`src/hdl/bsa_pkg.sv`:
```
// Package for the binned slab allocator: sizes, codes, bin tables, queue entry type.
// No dependencies.
`default_nettype none
package bsa_pkg;
	localparam int BIN_COUNT  = 5;
	localparam int SLAB_SLOTS = 16;
	localparam int MAX_BLOCKS = 64;
	localparam int PAGE_BYTES = 4096;
	localparam int SLOT_W = $clog2(SLAB_SLOTS);
	localparam int SPTR_W = $clog2(SLAB_SLOTS + 1);
	localparam int BLK_W  = $clog2(MAX_BLOCKS);
	localparam int BPTR_W = $clog2(MAX_BLOCKS + 1);
	localparam int CNT_W  = $clog2(MAX_BLOCKS + 1);
	localparam logic [SPTR_W-1:0] NIL_SLOT  = SPTR_W'(SLAB_SLOTS);
	localparam logic [BPTR_W-1:0] NIL_BLOCK = BPTR_W'(MAX_BLOCKS);

	localparam logic [1:0] ST_OK     = 2'd0;
	localparam logic [1:0] ST_LARGE  = 2'd1;
	localparam logic [1:0] ST_NOSLAB = 2'd2;
	localparam logic [1:0] ST_REJECT = 2'd3;

	localparam logic [2:0] K_ALLOC   = 3'd0;
	localparam logic [2:0] K_LARGE   = 3'd1;
	localparam logic [2:0] K_FREE    = 3'd2;
	localparam logic [2:0] K_FREE_LG = 3'd3;

	function automatic logic [13:0] bin_size(input logic [2:0] b);
		return 14'(64) << b;
	endfunction

	function automatic logic [CNT_W-1:0] blocks_of(input logic [2:0] b);
		int pages, n;
		case (b)
			3'd0, 3'd1, 3'd2: pages = 1;
			3'd3: pages = 2;
			3'd4: pages = 3;
			3'd5: pages = 4;
			3'd6: pages = 8;
			default: pages = 16;
		endcase
		n = (pages * PAGE_BYTES - 64) >> (6 + int'(b));
		if (n > MAX_BLOCKS) n = MAX_BLOCKS;
		if (n < 1) n = 1;
		return CNT_W'(n);
	endfunction

	typedef struct packed {
		logic [2:0]        kind;
		logic [2:0]        bin;
		logic [3:0]        al;
		logic [32:0]       need;
		logic [SLOT_W-1:0] slot;
		logic [BLK_W-1:0]  blk;
	} cmd_t;
endpackage
`default_nettype wire

```
`src/hdl/bsa_front.sv`:
```
// Front end: accepts requests, computes size, bin and kind, pushes to the queue.
// Depends on bsa_pkg.
`default_nettype none
module bsa_front (
	input  wire                 clk,
	input  wire                 arst_n,
	input  wire                 in_valid,
	output logic                in_ready,
	input  wire  [47:0]         in_data,
	input  wire  [1:0]          in_user,
	input  wire                 q_full,
	output logic                q_push,
	output bsa_pkg::cmd_t       q_cmd
);
	import bsa_pkg::*;
	logic        mode, lg;
	logic [31:0] sz;
	logic [3:0]  al;
	logic [32:0] need;
	logic [13:0] amax;
	logic [2:0]  b;
	logic        fits;
	assign mode = in_user[0];
	assign lg   = in_user[1];
	assign sz   = (in_data[31:0] == 32'd0) ? 32'd1 : in_data[31:0];
	assign al   = (in_data[35:32] > 4'd12) ? 4'd12 : in_data[35:32];
	assign amax = (al < 4'd3) ? 14'd8 : (14'd1 << al);
	assign need = 33'd39 + 33'(amax) + 33'(sz);
	always_comb begin
		b = 3'd0;
		fits = 1'b0;
		for (int i = BIN_COUNT - 1; i >= 0; i--)
			if (need <= 33'(bin_size(3'(i)))) begin
				b = 3'(i);
				fits = 1'b1;
			end
	end
	assign in_ready = !q_full;
	assign q_push = in_valid && in_ready;
	always_comb begin
		q_cmd.bin  = b;
		q_cmd.al   = al;
		q_cmd.need = need;
		q_cmd.slot = in_data[36 +: SLOT_W];
		q_cmd.blk  = in_data[40 +: BLK_W];
		if (mode) q_cmd.kind = lg ? K_FREE_LG : K_FREE;
		else      q_cmd.kind = fits ? K_ALLOC : K_LARGE;
	end
	logic unused_q;
	assign unused_q = ^{clk, arst_n, in_data[47:46]};
endmodule
`default_nettype wire

```
`config.mk`:
```
export PLATFORM = sky130hd
export DESIGN_NAME = bsa_front
export DESIGN_NICKNAME = d
export VERILOG_FILES = /design/src/hdl/bsa_pkg.sv /design/src/hdl/bsa_front.sv
export SDC_FILE = /design/constraint.sdc
export NUM_CORES = 1
export LEC_CHECK = 0
export BUFFER_PORTS_ARGS = -buffer_cell sky130_fd_sc_hd__buf_2
export CORE_UTILIZATION = 45
export DETAILED_ROUTE_END_ITERATION = 16
export PLACE_DENSITY = 0.84
export SLEW_MARGIN = 10
export SYNTH_ARGS = -nofsm -noshare
export SYNTH_HDL_FRONTEND = slang
export SYNTH_SLANG_ARGS = --single-unit
```
`constraint.sdc`:
```
create_clock -name vclk -period 3.4
set_input_delay 0 -clock vclk [all_inputs]
set_output_delay 0 -clock vclk [all_outputs]
set_load 0.1 [all_outputs]
```
After elaboration in Yosys (flattened, before gate mapping)
Cells that the tools add are included.
W data, S select, Z words.

storage, ports and cells
  flip-flop bits (word level) = 0
  input port bits = 54
  word-level logic and storage cells = 29

cells by class
  add/subtract/negate cells = 2
  $lt $le $gt $ge = 7
  shift-type cells = 1
  multiplexer cells = 16
  reduce and logical (&&, ||, !) cells = 3

operators with widths
  kind                     number
  $add A15 B32 Y33         1
  $le A33 B10 Y1 const B   1
  $le A33 B11 Y1 const B   1
  $le A33 B7 Y1 const B    1
  $le A33 B8 Y1 const B    1
  $le A33 B9 Y1 const B    1
  $logic_not A32 Y1        1
  $mux W32                 1
  $add A6 B14 Y15 const A  1
  $mux W3                  5
  $mux W14                 1
  $shl A1 B4 Y14 const A   1
  $mux W1                  7
  $gt A4 B4 Y1 const B     1
  $lt A4 B2 Y1 const B     1
  $mux W4                  1
  $mux W2                  1
  $logic_and A1 B1 Y1      1
  $logic_not A1 Y1         1

Logic depth before layout (Yosys ltp)
  word-level depth = 14
  depth in mapped cells = 18
  mapped depth without buffers = 16

Least setup slack after synthesis
No wires, ideal clock.

  path kind = input-to-output
  start = input port in_data[34]
  end = output port q_cmd[47] (netlist name)
  arrival = 8.156 ns
  data required time = 3.400 ns
  path slack = -4.756 ns
  stages = 13
  path through = nand2_1 and2_1 nand3b_1 ha_1 inv_1 ha_1 a21oi_1 nand2_2 o21a_1 o311ai_1 a22oi_1 o22a_1 nor4_1

RTL lines
  item         RTL line         text
  from (decl)  bsa_front.sv:9   input wire [47:0] in_data,
  to (decl)    bsa_front.sv:13  output bsa_pkg::cmd_t q_cmd

==> key figures <==
Status
  • Status: complete, but fails checks
  • Failing checks: negative setup slack

Floorplanning
  • Std cell rows: 25
  • # IOs: 109
  • Die X: 73.5 um
  • Die Ht: 73.5 um
  • Initial Utilization: 47.7%
  • Core area: 4820 sq um
  • Die area: 5400 sq um

STA
  • Max Freq: 252 MHz
  • Minimum clock period after layout: 3.97 ns
  • Min Hold Slack: 0.0000439 ns
  • Unrepaired setup endpoints after global routing: true
  • Total negative slack: -2.05 ns
  • Fin. max-slew vios: 0
  • Final setup fails: 4
  • Final Hold Vio Count: 0
  • Setup WS post-layout: -0.565 ns
  • Final Cycle Share: 117%

Finish
  • Area Overhead vs Synth: 81.3%
  • Final #Nets: 581
  • Share of cells above drive strength 1: 53.4%
  • FF+latch count: 0
  • Final core utilization: 86.6%
  • Clk_buf instances: 0
  • Fillers: 250
  • Register area: 0 sq um

Min path
  • Hold EP: q_cmd[3]
  • HP Class: input port to output pin
  • Hold path start: in_data[43]
  • Hold Crit Depth: 0

Route
  • Routed Antenna Nets: 0
  • Vias: 3574
  • Detailed Routing Iterations Pass 1: 5
  • Routed wire per std cell: 20.3 um
  • Final WL: 11400 um
  • DRC viols: 0
  • Vias/cell: 6.34
  • Drt first-iter violations: 428

Critical path
  • CP max-delay cell: or4_4
  • Crit path max-delay family: simple AND/OR/NAND/NOR gates
  • Max FO, Critical Path: 6
  • Crit-path cells: buf_2 > nand2b_1 > buf_4 > nor2_1 > ha_1 > ha_1 > nand2_1 > nor2_4 > a21oi_2 > a2111oi_4 > xnor2_1 > o221ai_1 > or4_4 > o41a_4 > buf_12
  • Worst path max stage delay: 0.56 ns
  • Worst Path Buf+Inv: 3
  • Crit path DAT: 3.97 ns
  • CP most frequent cell: ha_1
  • Required @ worst endpoint: 3.40 ns
  • CP Capture Type: output pin
  • Setup crit start kind: input port
  • Critical path class: input port to output pin

Placement
  • Gpl congestion: 0.936
  • I/O Buffers: 84
  • HPWL Detailed: 7670 um

Synth
  • Mapped Cells: 337
  • Area contributors post-synth: ha_1 15%, xnor2_1 5.3%, buf_4 4.6%, a21oi_1 4.4%, nor3_1 4.4%
  • Count leader, synth: ha_1
  • Synth unique cells: 78
  • Cell taking the most area after synthesis: ha_1
  • Post-synth top cells: 28 x ha_1, 26 x nand2_1, 25 x nor2_1
  • Synth top area share: 15.2%
  • Ys Warns: 0
  • Avg Cell Area, Syn: 6.82 sq um
  • Sequential cell area fraction in the yosys report: 0%
  • Post-Synthesis Cell Area: 2300 sq um

Flow run
  • Max-Cap Viols: 0

Global routing
  • Number of global-route vias before repair: 3435
  • First-pass GRT wire length: 16400 um
  • Tot GR Track Use: 39.4%
  • Gr ovfl total: 0
  • Antenna violations before repair: 1
  • Pin count of the biggest net entering global routing: 11

Clocking
  • Hold buffers post-CTS: 0
==> cells by family (layout without fill, tap and decap cells) <==
| family | count (synthesis) | in the layout | synth area share, % |
|---|---|---|---|
| AND/OR/NAND/NOR | 140 | 140 | 33.6 |
| AO/OA/AOI/OAI | 80 | 80 | 26.0 |
| buffers and inverters | 57 | 213 | 12.7 |
| adder cells (fa/ha/maj) | 29 | 29 | 16.1 |
| XOR/XNOR | 25 | 25 | 9.52 |
| multiplexers | 4 | 4 | 1.80 |
| other | 2 | 6 | 0.327 |
==> stage by stage <==
step | area (sq um) | setup slack, ns | cells
CTS | 4120 | -0.392 | 562
floorplan | 2660 | -2.45 | 340
finish | 4170 | -0.565 | 564
detailed placement | 3850 | -0.694 | 557
global placement | 3850 | -0.643 | 557
global route | 4170 | -0.714 | 563
==> layout make-up <==
| class | instances | area, sq um | share of cell area, % |
|---|---|---|---|
| timing repair buffer | 193 | 1550 | 37.1 |
| antenna | 1 | 2.50 | 0.0600 |
| inverter | 20 | 78.8 | 1.89 |
| multi-input combinational | 283 | 2460 | 58.9 |
| tap | 67 | 83.8 | 2.01 |
==> cell usage in the layout, fill, tap and decap left out, drive strengths merged, types with 11 or more instances in the layout <==
master	n
nand2	28
nor2	26
ha	28
a21oi	21
xor2	11
xnor2	14
nor3	21
inv	19
o21ai	14
buf	193
nand3	14
==> how the worst max path moves through the flow <==
stage / start / to / depth (start not counted)
2_1_floorplan: in_data[34] / q_cmd[47] / 13
3_3_place_gp: in_data[10] / q_cmd[50] / 18
3_5_place_dp: in_data[10] / q_cmd[50] / 18
4_1_cts: in_data[15] / q_cmd[48] / 20
5_1_grt: in_data[34] / q_cmd[50] / 16
6_report: in_data[34] / q_cmd[50] / 15
==> routing by layer <==
metal / vias to the layer above / track usage [%] / share of wire, %
met4: 0 / 24.8 / 7.5
met2: 318 / 70.9 / 48
li1: 1512 / - / -
met1: 1635 / 41.8 / 34
met3: 109 / 7.68 / 9.8
met5: - / 0 / 0
==> what timing repair did <==
item                       4_1_cts  5_1_grt
pin swaps                       20       16
setup buffers                    6        1
setup endpoints to repair        4        7
gates resized for setup         45        7
