### src/hdl/bsa_pkg.sv
// Package for the binned slab allocator: sizes, codes, bin tables, queue entry type.
// No dependencies.
`default_nettype none
package bsa_pkg;
	localparam int BIN_COUNT  = 5;
	localparam int SLAB_SLOTS = 16;
	localparam int MAX_BLOCKS = 64;
	localparam int PAGE_BYTES = 4096;
	localparam int SLOT_W = $clog2(SLAB_SLOTS);
	localparam int SPTR_W = $clog2(SLAB_SLOTS + 1);
	localparam int BLK_W  = $clog2(MAX_BLOCKS);
	localparam int BPTR_W = $clog2(MAX_BLOCKS + 1);
	localparam int CNT_W  = $clog2(MAX_BLOCKS + 1);
	localparam logic [SPTR_W-1:0] NIL_SLOT  = SPTR_W'(SLAB_SLOTS);
	localparam logic [BPTR_W-1:0] NIL_BLOCK = BPTR_W'(MAX_BLOCKS);

	localparam logic [1:0] ST_OK     = 2'd0;
	localparam logic [1:0] ST_LARGE  = 2'd1;
	localparam logic [1:0] ST_NOSLAB = 2'd2;
	localparam logic [1:0] ST_REJECT = 2'd3;

	localparam logic [2:0] K_ALLOC   = 3'd0;
	localparam logic [2:0] K_LARGE   = 3'd1;
	localparam logic [2:0] K_FREE    = 3'd2;
	localparam logic [2:0] K_FREE_LG = 3'd3;

	function automatic logic [13:0] bin_size(input logic [2:0] b);
		return 14'(64) << b;
	endfunction

	function automatic logic [CNT_W-1:0] blocks_of(input logic [2:0] b);
		int pages, n;
		case (b)
			3'd0, 3'd1, 3'd2: pages = 1;
			3'd3: pages = 2;
			3'd4: pages = 3;
			3'd5: pages = 4;
			3'd6: pages = 8;
			default: pages = 16;
		endcase
		n = (pages * PAGE_BYTES - 64) >> (6 + int'(b));
		if (n > MAX_BLOCKS) n = MAX_BLOCKS;
		if (n < 1) n = 1;
		return CNT_W'(n);
	endfunction

	typedef struct packed {
		logic [2:0]        kind;
		logic [2:0]        bin;
		logic [3:0]        al;
		logic [32:0]       need;
		logic [SLOT_W-1:0] slot;
		logic [BLK_W-1:0]  blk;
	} cmd_t;
endpackage
`default_nettype wire

### src/hdl/bsa_queue.sv
// Two-entry queue between front and back ends.
// Depends on bsa_pkg.
`default_nettype none
module bsa_queue (
	input  wire           clk,
	input  wire           arst_n,
	input  wire           push,
	input  bsa_pkg::cmd_t din,
	output logic          full,
	output logic          nonempty,
	input  wire           pop,
	output bsa_pkg::cmd_t dout
);
	import bsa_pkg::*;
	cmd_t mem_q [2];
	logic wp_q, rp_q;
	logic [1:0] cnt_q;
	assign full = cnt_q == 2'd2;
	assign nonempty = cnt_q != 2'd0;
	assign dout = mem_q[rp_q];
	always_ff @(posedge clk) if (push) mem_q[wp_q] <= din;
	always_ff @(posedge clk or negedge arst_n) begin
		if (!arst_n) begin
			wp_q <= 1'b0; rp_q <= 1'b0; cnt_q <= 2'd0;
		end else begin
			if (push) wp_q <= !wp_q;
			if (pop) rp_q <= !rp_q;
			cnt_q <= cnt_q + 2'(push) - 2'(pop);
		end
	end
endmodule
`default_nettype wire

### config.mk
export PLATFORM = sky130hd
export DESIGN_NAME = bsa_queue
export DESIGN_NICKNAME = d
export VERILOG_FILES = /design/src/hdl/bsa_pkg.sv /design/src/hdl/bsa_queue.sv
export SDC_FILE = /design/constraint.sdc
export NUM_CORES = 1
export LEC_CHECK = 0
export ABC_AREA = 0
export BUFFER_PORTS_ARGS = -buffer_cell sky130_fd_sc_hd__buf_2
export CAP_MARGIN = 40
export CORE_UTILIZATION = 56
export DETAILED_ROUTE_END_ITERATION = 8
export PLACE_DENSITY = 0.84
export SLEW_MARGIN = 20
export SYNTH_ARGS = -nofsm -noshare
export SYNTH_HDL_FRONTEND = slang
export SYNTH_SLANG_ARGS = --single-unit
### constraint.sdc
create_clock -name clk -period 9.3 [get_ports clk]
set_input_delay 1.395 -clock clk [delete_from_list [all_inputs] [get_ports clk]]
set_output_delay 1.395 -clock clk [all_outputs]
set_load 0.05 [all_outputs]
# Word level (Yosys, flattened, before mapping)
# Memories as Yosys holds them, arrays and structs flattened.
# Index checks and enable logic that the tools add are counted.
# classes
addsub,2
n_eq_ne,1
mux,2
reduce_logical,3
# ops
op,n
$add A2 B1 Y2,1
$eq A2 B2 Y1 const B,1
$logic_not A1 Y1,2
$mux W1,2
$reduce_bool A2 Y1,1
$sub A2 B1 Y2,1
# word_totals
reg_bits,4
ramBits,106
in_bits,57
output_inout_bits,55
word_cells,12
n_memories,1
# mem_list
name,depth,width,rd,rd_ports_with_merged_regs,wr,line,rtl
mem_q,2,53,1,0,1,bsa_queue.sv:15,cmd_t mem_q [2];

# Depth between registers and ports, before layout
# Gate-level depths: netlist (run 1).
# logic_depth
word_depth,2
depth_mapped,5
depth_no_buf,5

# Worst setup path after synthesis (run 1)
# No wires, ideal clock.
# synth_timing
kind,input port to flip-flop
from,input push
to,memory mem_q[0][0] (netlist bit) (enable)
setup_time_ns,0.470
arrival_time_ns,3.740
required_ns,8.830
slack_ns,5.090
path_stages,1
path_buffers,0
cell_sequence,nor2b_1
# synth_via
elab_chain_len,2
# synth_lines
element,line,rtl
start: declaration,bsa_queue.sv:7,"input wire push,"
$mux W1,bsa_queue.sv:21,always_ff @(posedge clk) if (push) mem_q[wp_q] <= din;
$mux W1 (implied by the code),bsa_queue.sv:21,
end: declaration,bsa_queue.sv:15,
# Every way passes these cells.

==> impl_metrics.csv, run 1 <==
group,metric,value,unit
setup_path,crit_required,7.91,ns
floorplanning,start_util,0.583,
yosys,seq_area_frac_synth,0.768,
yosys,synth_top_family_by_area,"multiplexers",
power,p_int,1.07,mW
yosys,synth-seq-cells,110,
clock_network,cts_resized,0,
setup_path,crit_path_end,"dout[28]",
setup_path,r2r_cells,2,
yosys,yosys-top-cells-area,"edfxtp_1, mux2_4, buf_12",
finish,seq_area,0.00329,mm^2
global_routing,antenna_found_initial,0,
global_routing,overflow,0,
placement,routabilityCongestion,0.720,
floorplanning,die_h,89.4,um
clock_network,cts.sinks,110,
finish,drive_gt1_frac,0.602,
finish,syn_to_final_growth,19.3,%
yosys,synth.mux.area_fraction,0.183,
global_routing,grt_pass1_wl,9.43,mm
finish,layout.nets,358,
routing,route.detailed.drc,0,
floorplanning,die_x,89.4,um
floorplanning,io_pins,112,
setup_path,worstPathMaxFanout,30,
yosys,synth-compound-area-share,0,
placement,portBuffers,111,
setup_path,regToRegSetupSlack,7.40,ns
timing,slew_viol_final,0,
flow_run,drv_cap,0,
clock_network,cts_root_buffer,"clkbuf_8",
finish,multi_input_area,881,um^2
finish,diodes,0,
setup_path,cp_slowest_cell,"dfrtp_4",
timing,skew,0.00702,ns
setup_path,worstSetupPathType,"flop to output port",
routing,vias,1996,
global_routing,grt_pass1_vias,2012,
setup_path,r2r_start,"wp_q$_DFFE_PN0P_",
placement,place_hpwl,4.50,mm
routing,viasPerCell,4.95,
yosys,yosysWarningCount,0,
power,pwr-share-clk,0.165,
floorplanning,dieArea,0.00799,mm^2
global_routing,grt_max_degree,31,
setup_path,end_kind,"output port",
routing,finalWirelength,6.65,mm
yosys,yosysTopAreaCellShare,0.745,
timing,tns,0,ns
setup_path,crit_start,"rp_q$_DFFE_PN0P_",
floorplanning,core_area,0.00733,mm^2
setup_path,path_cells,"buf_12 -> mux2_4 -> buf_2",
timing,worst_pin_slew,0.729,ns
clock_network,postCtsSetupBuffers,0,
routing,drt_pass1_iterations,4,
routing,drt_iter0_drc,150,
power,power.leakage,2.08,nW
power,combPwrFrac,0.434,
routing,avgRoutedWirePerCell,16.5,um
yosys,synth_area,0.00427,mm^2
clock_network,cts_buffers,9,
power,ir_drop,0.361,mV
yosys,synthesis.nets,239,
power,p_per_area,353,mW/mm^2
placement,place_area,0.00489,mm^2
timing,finalCritPeriodShare,0.365,
routing,ant_nets,0,
clock_network,cts_tree,"built",
setup_path,critPathArrivalTime,2.00,ns
run_status,outcome,"finished, final reports clean",
timing,setup_violations,0,
clock_network,cts_max_path_buffers,2,
yosys,synth-adder-area-share,0.00585,
setup_path,start_kind,"flop",
timing,hold_violations,0,
finish,fill_cells,471,
clock_network,cts.htree.levels,3,
setup_path,slowest_delay,0.80,ns
yosys,avgSynthCellArea,23.7,um^2
timing,rsz0062_at_grt,"no",
timing,hold_ws,0.554,ns
yosys,ys_types,13,
yosys,yosys.area.top_type,"edfxtp_1",
global_routing,grt_usage,0.171,
worst_hold_path,min_path_type,"flop to flop",
floorplanning,rows,31,
power,seq_power_share,0.401,
timing,maxSlewHeadroom,0.513,
setup_path,reg2reg_to,"mem_q[0][13]$_DFFE_PP_",
clock_network,path_clk_slew,0.09,ns
finish,design_area,0.00510,mm^2
clock_network,clock_latency,0.35,ns
timing,fin_crit,3.40,ns
finish,utilization,0.695,
clock_network,holdBufCountCts,0,
yosys,synth-simple-area-share,0.00585,
power,netSwitchingFraction,0.402,
yosys,yosys.area_share.xor_xnor,0.00966,
timing,fmax,295,MHz
power,p_sw,723,uW
yosys,synthCells,180,
-- state kept, by name (all words and copies together), names as in the netlist --
register  count
wp_q          1
cnt_q         2
mem_q       106
rp_q          1
-- logic make-up (layout without fill, tap and decap cells) --
| family | after synthesis | after routing |
|---|---|---|
| buffers and inverters | 8 | 132 |
| DFF | 110 | 110 |
| muxes | 53 | 53 |
| xor gates and xnor gates | 3 | 3 |
| and+or+nand+nor | 4 | 4 |
| adders and majority gates | 2 | 2 |
-- critical path, delay by kind of cell (launching register included) --
kind | cells | cell delay (ns)
buffers and inverters | 2 | 0.51
DFF | 1 | 0.80
muxes | 1 | 0.32
-- synth_stat cells --
master / number
and2_1: 1
buf_12: 5
buf_6: 1
dfrtp_1: 4
edfxtp_1: 106
ha_1: 2
inv_1: 2
mux2_2: 4
mux2_4: 49
nor2b_1: 2
or2_2: 1
xor2_1: 2
xor3_1: 1
-- placed cells by master, fill, tap and decap left out --
master,count
or2_2,1
dfrtp_1,3
and2_2,1
clkinv_4,1
clkbuf_1,4
dfrtp_4,1
buf_4,2
ha_1,2
edfxtp_1,106
nor2b_1,1
buf_2,111
clkbuf_8,9
buf_12,1
xor3_1,1
mux2_2,4
mux2_4,49
nor2b_4,1
inv_1,2
bufinv_16,2
xor2_1,2
-- power by group through the flow --
stage	Combinational (mW)	Sequential [mW]	Clock [mW]
5_1_grt	0.818	0.731	0.322
6_report	0.780	0.721	0.297
4_1_cts	0.788	0.723	0.305
2_1_floorplan	0.719	0.694	0
3_5_place_dp	0.786	0.734	0
3_3_place_gp	0.747	0.754	0
-- cell type report --
cell class	count	area share
clock inverters	3	0.0135
well taps	99	0.0243
repair buffers	114	0.116
inverters	2	0.00147
clock buffers	13	0.0272
multi-input cells	62	0.173
flip-flops and latches	110	0.645
-- per-layer routing --
metal / GRT usage / wire length [um] / vias up
met2: 0.291 / 3460 / 67
met3: 0.0591 / 356 / 7
met4: 0.0779 / 97 / 0
met1: 0.198 / 2730 / 974
li1: - / - / 948
met5: 0 / 0 / -
-- worst min-delay path by stage --
stage	start	end	slack, ns	depth (start not counted)
floorplan	wp_q$_DFFE_PN0P_	wp_q$_DFFE_PN0P_	0.46	1
global placement	wp_q$_DFFE_PN0P_	wp_q$_DFFE_PN0P_	0.52	1
detailed placement	wp_q$_DFFE_PN0P_	wp_q$_DFFE_PN0P_	0.53	1
CTS	wp_q$_DFFE_PN0P_	wp_q$_DFFE_PN0P_	0.55	1
global route	wp_q$_DFFE_PN0P_	wp_q$_DFFE_PN0P_	0.61	1
finish	wp_q$_DFFE_PN0P_	wp_q$_DFFE_PN0P_	0.55	1
-- metrics by stage --
stage                     instances  setup WS [ns]  total power [mW]
after global routing            403           5.82              1.87
final                           403           5.90              1.80
after floorplan                 180           5.09              1.41
after CTS                       403           5.86              1.82
after global placement          386           6.21              1.50
after detailed placement        387           6.25              1.52
Power figures use the tool's default switching activity.
==> run 2: changes to the inputs <==
--- a/config.mk
+++ b/config.mk
@@ -5,12 +5,12 @@
 export SDC_FILE = /design/constraint.sdc
 export NUM_CORES = 1
 export LEC_CHECK = 0
-export ABC_AREA = 0
+export ABC_AREA = 1
 export BUFFER_PORTS_ARGS = -buffer_cell sky130_fd_sc_hd__buf_2
 export CAP_MARGIN = 40
-export CORE_UTILIZATION = 56
+export CORE_UTILIZATION = 47
 export DETAILED_ROUTE_END_ITERATION = 8
-export PLACE_DENSITY = 0.84
+export PLACE_DENSITY = 0.75
 export SLEW_MARGIN = 20
 export SYNTH_ARGS = -nofsm -noshare
 export SYNTH_HDL_FRONTEND = slang
==> constraint.sdc (replaced) <==
create_clock -name clk -period 2.99 [get_ports clk]
set_input_delay 0.4485 -clock clk [delete_from_list [all_inputs] [get_ports clk]]
set_output_delay 0.4485 -clock clk [all_outputs]
set_load 0.05 [all_outputs]
==> run 2 against run 1 <==
  * The run now ends with DRC left
  * Sequential share of layout area rose by 0.67 points
  * Setup slack lost 5.3 ns
  * Cell count rose by 32%
  * Highest routed layer unchanged
  * Area after synthesis down 2.2%
  * Largest cell class unchanged
==> impl_metrics.csv, run 2 <==
group,metric,value,unit
timing,setup_violations,0,
run_status,violations,"DRC",
timing,fmax,423,MHz
routing,vias,2415,
routing,route.detailed.drc,1,
global_routing,grt_usage,0.141,
finish,diodes,0,
yosys,ys_types,15,
timing,worst_pin_slew,0.524,ns
floorplanning,die_x,96.3,um
worst_hold_path,min_path_type,"input pin to flop",
setup_path,crit_path_end,"dout[2]",
finish,largest_reg_flops,106,
timing,hold_violations,0,
finish,fill_cells,728,
global_routing,overflow,0,
power,netSwitchingFraction,0.470,
routing,viasPerCell,4.56,
yosys,yosysWarningCount,0,
setup_path,worstSetupPathType,"flop to output port",
routing,ant_nets,0,
setup_path,reg2reg_to,"mem_q[1][52]$_DFFE_PP_",
setup_path,r2r_cells,3,
floorplanning,start_util,0.482,
timing,maxSlewHeadroom,0.650,
clock_network,clock_latency,0.35,ns
finish,reg_top3,"mem_q: 106 flops, cnt_q: 2 flops",
yosys,synth_area,0.00418,mm^2
power,seq_power_share,0.396,
routing,avgRoutedWirePerCell,12.3,um
power,p_sw,2.62,mW
placement,routabilityCongestion,0.686,
setup_path,slowest_delay,0.68,ns
setup_path,crit_start,"rp_q$_DFFE_PN0P_",
timing,fin_crit,2.36,ns
global_routing,grt_pass1_vias,2254,
setup_path,cp.depth,3,
setup_path,r2r_start,"wp_q$_DFFE_PN0P_",
floorplanning,core_area,0.00868,mm^2
setup_path,regToRegSetupSlack,1.49,ns
floorplanning,dieArea,0.00928,mm^2
yosys,synth-seq-cells,110,
finish,drive_gt1_frac,0.334,
setup_path,worstPathMaxFanout,58,
yosys,synth.most_common_cell,"edfxtp_1",
clock_network,cts_root_buffer,"clkbuf_8",
timing,rsz0062_at_grt,"no",
timing,setup_slack,0.627,ns
global_routing,grt_pass1_wl,9.72,mm
yosys,ys.flop_type,"edfxtp_1",
yosys,synthesis.nets,361,
finish,max_flop_register,"mem_q",
global_routing,grt_max_degree,59,
power,combPwrFrac,0.450,
power,ir_drop,0.825,mV
clock_network,cts.sinks,110,
setup_path,crit_family,"flip-flops",
floorplanning,rows,34,
setup_path,critPathArrivalTime,1.91,ns
setup_path,start_kind,"flop",
placement,pre_cts_ws,0.957,ns
clock_network,cts_buffers,9,
finish,syn_to_final_growth,20.6,%
clock_network,postCtsSetupBuffers,0,
placement,place_hpwl,4.41,mm
routing,finalWirelength,6.52,mm
finish,layout_commonest_cell,"buf_2",
setup_path,crit_required,2.54,ns
yosys,seq_area_frac_synth,0.785,
timing,skew,0.0145,ns
power,finalPower,5.58,mW
yosys,yosys-top-cells-count,"edfxtp_1, inv_1, nand2_1, o21ai_1, o21ai_0",
run_status,outcome,"finished, violations left",
yosys,synth_enable_flop_cells,106,
yosys,yosys-top-cells-area,"edfxtp_1, inv_1, nand2_1",
clock_network,cts_max_path_buffers,2,
floorplanning,die_h,96.3,um
global_routing,antenna_found_initial,0,
timing,finalCritPeriodShare,0.790,
clock_network,cts.htree.levels,3,
clock_network,cts_tree,"built",
yosys,avgSynthCellArea,13.8,um^2
setup_path,cp_slowest_cell,"dfrtp_4",
power,p_per_area,1110,mW/mm^2
yosys,synthArstFlopShare,0.0364,
placement,portBuffers,111,
yosys,yosysTopAreaCellShare,0.761,
finish,layout_common_cells,"buf_2, edfxtp_1, nand2_1",
setup_path,crit_buf_inv,2,
finish,layout.nets,476,
clock_network,path_clk_slew,0.10,ns
power,p_int,2.96,mW
setup_path,end_kind,"output port",
timing,slew_viol_final,0,
timing,tns,0,ns
flow_run,drv_cap,0,
yosys,synthCells,302,
yosys,yosys.area.top_type,"edfxtp_1",
floorplanning,io_pins,112,
power,pwr-share-clk,0.154,
routing,drt_pass1_iterations,6,
setup_path,path_cells,"buf_12 -> o21ai_0 -> buf_2",
power,power.leakage,2.19,nW
routing,drt_iter0_drc,65,
-- run 2: timing repair --
action | 4_1_cts | 5_1_grt
resized for setup | 0 | 0
setup endpoints to repair | 0 | 0
hold buffers | 1 | 0
hold endpoints to repair | 4 | 0
-- run 2: power groups by stage --
| stage | registers (mW) | logic, mW | clock network [mW] |
|---|---|---|---|
| final | 2.21 | 2.51 | 0.858 |
| after global routing | 2.25 | 2.70 | 0.942 |
| after CTS | 2.21 | 2.54 | 0.888 |
| after detailed placement | 2.25 | 2.54 | 0 |
| after global placement | 2.34 | 2.38 | 0 |
| after floorplan | 2.15 | 2.12 | 0 |
-- run 2: layout make-up --
class / instances / area (um^2) / share of cell area
sequential: 110 / 3290 / 0.652
clock inverter: 7 / 70.1 / 0.0139
clock buffer: 9 / 124 / 0.0246
timing repair buffer: 116 / 621 / 0.123
tap: 108 / 135 / 0.0268
multi-input combinational: 120 / 583 / 0.116
inverter: 60 / 225 / 0.0446
-- run 2: through the flow --
| step | utilization | instances | hold slack (ns) | cell area [um^2] |
|---|---|---|---|---|
| after floorplan | - | 302 | 0.153 | 4180 |
| after global placement | 0.556 | 512 | 0.256 | 4820 |
| after detailed placement | 0.558 | 513 | 0.260 | 4840 |
| after CTS | 0.581 | 530 | 0.263 | 5040 |
| after global routing | 0.581 | 530 | 0.258 | 5040 |
| final | 0.581 | 530 | 0.278 | 5040 |
-- run 2: kinds of logic (layout without fill, tap and decap cells) --
| family | Yosys count | after routing | synth area share |
|---|---|---|---|
| flops | 110 | 110 | 0.785 |
| fa+ha+maj | 2 | 2 | 0.00598 |
| simple gates | 63 | 63 | 0.0569 |
| xor+xnor | 2 | 2 | 0.00419 |
| buf+inv | 72 | 192 | 0.0772 |
| compound gates | 53 | 53 | 0.0706 |
-- run 2: how the worst min path moves through the flow --
stage,startpoint,end,slack [ns],cells past startpoint
floorplan,arst_n,cnt_q[0]$_DFF_PN0_,0.15,0
detailed placement,arst_n,cnt_q[0]$_DFF_PN0_,0.26,1
global placement,arst_n,cnt_q[0]$_DFF_PN0_,0.26,1
finish,din[37],mem_q[0][37]$_DFFE_PP_,0.28,1
CTS,din[37],mem_q[0][37]$_DFFE_PP_,0.26,1
global route,din[37],mem_q[0][37]$_DFFE_PP_,0.26,1
-- run 2: routing by layer --
layer / GRT usage / routed length (um) / part of all wire / vias up
li1: - / - / - / 1235
met2: 0.259 / 3310 / 0.51 / 69
met1: 0.159 / 2710 / 0.41 / 1103
met5: 0 / 0 / 0 / -
met4: 0.0515 / 92 / 0.014 / 0
met3: 0.0348 / 415 / 0.064 / 8
==> run 3: changes to the inputs <==
--- a/config.mk
+++ b/config.mk
@@ -8,9 +8,9 @@
 export ABC_AREA = 1
 export BUFFER_PORTS_ARGS = -buffer_cell sky130_fd_sc_hd__buf_2
 export CAP_MARGIN = 40
-export CORE_UTILIZATION = 47
+export CORE_UTILIZATION = 52
 export DETAILED_ROUTE_END_ITERATION = 8
-export PLACE_DENSITY = 0.75
+export PLACE_DENSITY = 0.79
 export SLEW_MARGIN = 20
 export SYNTH_ARGS = -nofsm -noshare
 export SYNTH_HDL_FRONTEND = slang
==> constraint.sdc (replaced) <==
create_clock -name clk -period 2.2 [get_ports clk]
set_input_delay 0.33 -clock clk [delete_from_list [all_inputs] [get_ports clk]]
set_output_delay 0.33 -clock clk [all_outputs]
set_load 0.05 [all_outputs]
==> run 3 against run 2 <==
  * The flow now finishes without violations
  * Total power is 38% higher
  * Via count increased by 3.7%
  * Hold slack worse by 0.13 ns
  * Sequential share of layout area down 0.35 points
  * Sequential cell count unchanged
  * Combinational power grew 43%
  * Largest cell class unchanged
  * Cell area rose by 0.55%
  * Register-to-register slack got worse by 0.63 ns
  * First-iteration DRC count grew 9.2%
  * Core utilization grew 7.2 points
==> impl_metrics.csv, run 3 (synthesized netlist as in run 2, its figures left out) <==
group,metric,value,unit
finish,utilization,0.653,
routing,drt_pass1_iterations,4,
routing,viasPerCell,4.74,
clock_network,cts.sinks,110,
floorplanning,start_util,0.538,
clock_network,cts_buffers,9,
setup_path,r2r_cells,3,
finish,layout_common_cells,"buf_2, edfxtp_1, nand2_1",
setup_path,crit_path_end,"dout[4]",
finish,drive_gt1_frac,0.336,
placement,portBuffers,111,
flow_run,drv_cap,0,
floorplanning,die_x,91.7,um
setup_path,end_kind,"output port",
setup_path,cp_slowest_cell,"dfrtp_4",
worst_hold_path,min_path_type,"input pin to flop",
setup_path,critPathArrivalTime,1.69,ns
timing,maxSlewHeadroom,0.681,
power,ir_drop,0.920,mV
global_routing,grt_pass1_vias,2386,
global_routing,overflow,0,
finish,fill_cells,569,
setup_path,worstPathMaxFanout,28,
routing,vias,2504,
finish,largest_reg_flops,106,
placement,place_hpwl,4.69,mm
setup_path,path_cells,"buf_12 -> o21ai_0 -> clkbuf_4",
global_routing,grt_usage,0.170,
global_routing,grt_max_degree,45,
routing,finalWirelength,6.97,mm
finish,max_flop_register,"mem_q",
setup_path,r2r_start,"wp_q$_DFFE_PN0P_",
placement,routabilityCongestion,0.710,
power,combPwrFrac,0.464,
run_status,outcome,"finished, final reports clean",
finish,design_area,0.00507,mm^2
timing,fmax,496,MHz
timing,setup_slack,0.182,ns
global_routing,grt_pass1_wl,10.7,mm
routing,route.detailed.drc,0,
setup_path,reg2reg_to,"mem_q[1][52]$_DFFE_PP_",
power,netSwitchingFraction,0.469,
setup_path,slowest_delay,0.60,ns
clock_network,clock_latency,0.36,ns
placement,place_area,0.00485,mm^2
timing,hold_violations,0,
finish,layout.nets,479,
power,p_sw,3.62,mW
setup_path,start_kind,"flop",
timing,slew_viol_final,0,
timing,skew,0.0113,ns
power,pwr-share-clk,0.153,
clock_network,cts.htree.levels,3,
power,p_int,4.09,mW
setup_path,regToRegSetupSlack,0.86,ns
floorplanning,dieArea,0.00840,mm^2
floorplanning,io_pins,112,
routing,ant_nets,0,
floorplanning,die_h,91.7,um
timing,rsz0062_at_grt,"no",
clock_network,cts_max_path_buffers,2,
routing,drt_iter0_drc,71,
clock_network,cts_root_buffer,"clkbuf_8",
timing,tns,0,ns
power,power.leakage,2.20,nW
finish,reg_top3,"mem_q: 106 flops, cnt_q: 2 flops",
timing,setup_violations,0,
power,p_per_area,1520,mW/mm^2
global_routing,antenna_found_initial,1,
timing,worst_pin_slew,0.478,ns
setup_path,worstSetupPathType,"flop to output port",
placement,pre_cts_ws,0.472,ns
finish,layout_commonest_cell,"buf_2",
power,seq_power_share,0.383,
placement,dp_cells,509,
clock_network,path_clk_slew,0.10,ns
timing,fin_crit,2.02,ns
finish,fin_cells,528,
floorplanning,core_area,0.00777,mm^2
timing,finalCritPeriodShare,0.917,
routing,avgRoutedWirePerCell,13.2,um
setup_path,crit_start,"rp_q$_DFFE_PN0P_",
clock_network,cts_tree,"built",
setup_path,crit_required,1.87,ns
finish,syn_to_final_growth,21.3,%
floorplanning,rows,32,
-- run 3: changes by cell type in the layout (fill, tap and decap cells not counted) --
cell	delta
buf_2	-2
clkinv_2	-2
buf_4	+2
clkinvlp_4	+1
clkbuf_1	+1
clkbuf_4	+2
diode_2	+1
buf_6	+1
-- run 3: area by class of cell --
class                           instances  area, um^2  share of cell area
Multi-Input combinational cell        120         583               0.115
Antenna cell                            1        2.50            0.000493
Clock inverter                          6        67.6              0.0133
Clock buffer                           10         128              0.0252
Timing Repair Buffer                  119         652               0.129
Sequential cell                       110        3290               0.648
Inverter                               60         225              0.0444
Tap cell                              102         128              0.0252
-- run 3: power groups by stage --
stage / clock [mW] / combinational (mW) / sequential [mW]
3_5_place_dp: 0 / 3.53 / 3.03
4_1_cts: 1.21 / 3.54 / 2.98
2_1_floorplan: 0 / 2.88 / 2.92
5_1_grt: 1.28 / 3.78 / 2.99
3_3_place_gp: 0 / 3.48 / 3.01
6_report: 1.18 / 3.58 / 2.95
-- run 3: how the worst min path moves through the flow --
stage | end | startpoint | cells past startpoint | slack (ns)
after floorplan | cnt_q[0]$_DFF_PN0_ | arst_n | 0 | 0.03
after global placement | cnt_q[0]$_DFF_PN0_ | arst_n | 1 | 0.14
after detailed placement | cnt_q[0]$_DFF_PN0_ | arst_n | 1 | 0.15
after CTS | mem_q[0][10]$_DFFE_PP_ | din[10] | 1 | 0.13
after global routing | mem_q[0][10]$_DFFE_PP_ | din[10] | 1 | 0.12
final | mem_q[1][19]$_DFFE_PP_ | din[19] | 1 | 0.15
-- run 3: through the flow --
step	total power [mW]	hold WS [ns]
after floorplan	5.80	0.0344
after global placement	6.49	0.143
after detailed placement	6.57	0.145
after CTS	7.73	0.132
after global routing	8.06	0.124
final	7.70	0.151
-- run 3: timing repair --
| item | in CTS | in global routing |
|---|---|---|
| hold buffers | 1 | 0 |
| gates resized for setup | 0 | 2 |
| setup buffers | 0 | 1 |
| hold endpoints to repair | 4 | 0 |
| endpoints found under the setup margin | 0 | 2 |
-- run 3: per-layer routing --
metal	vias up	routed length (um)	global-route usage
met5	-	0	0
met4	0	71	0.0582
met3	8	485	0.0580
met2	82	3530	0.291
met1	1166	2880	0.200
li1	1248	-	-
-- run 3: worst max-delay path: cells and delay by family (launching register included) --
kind,cells,cell delay [ns]
DFF,1,0.60
buffers and inverters,2,0.49
AOI/OAI and AO/OA,1,0.23
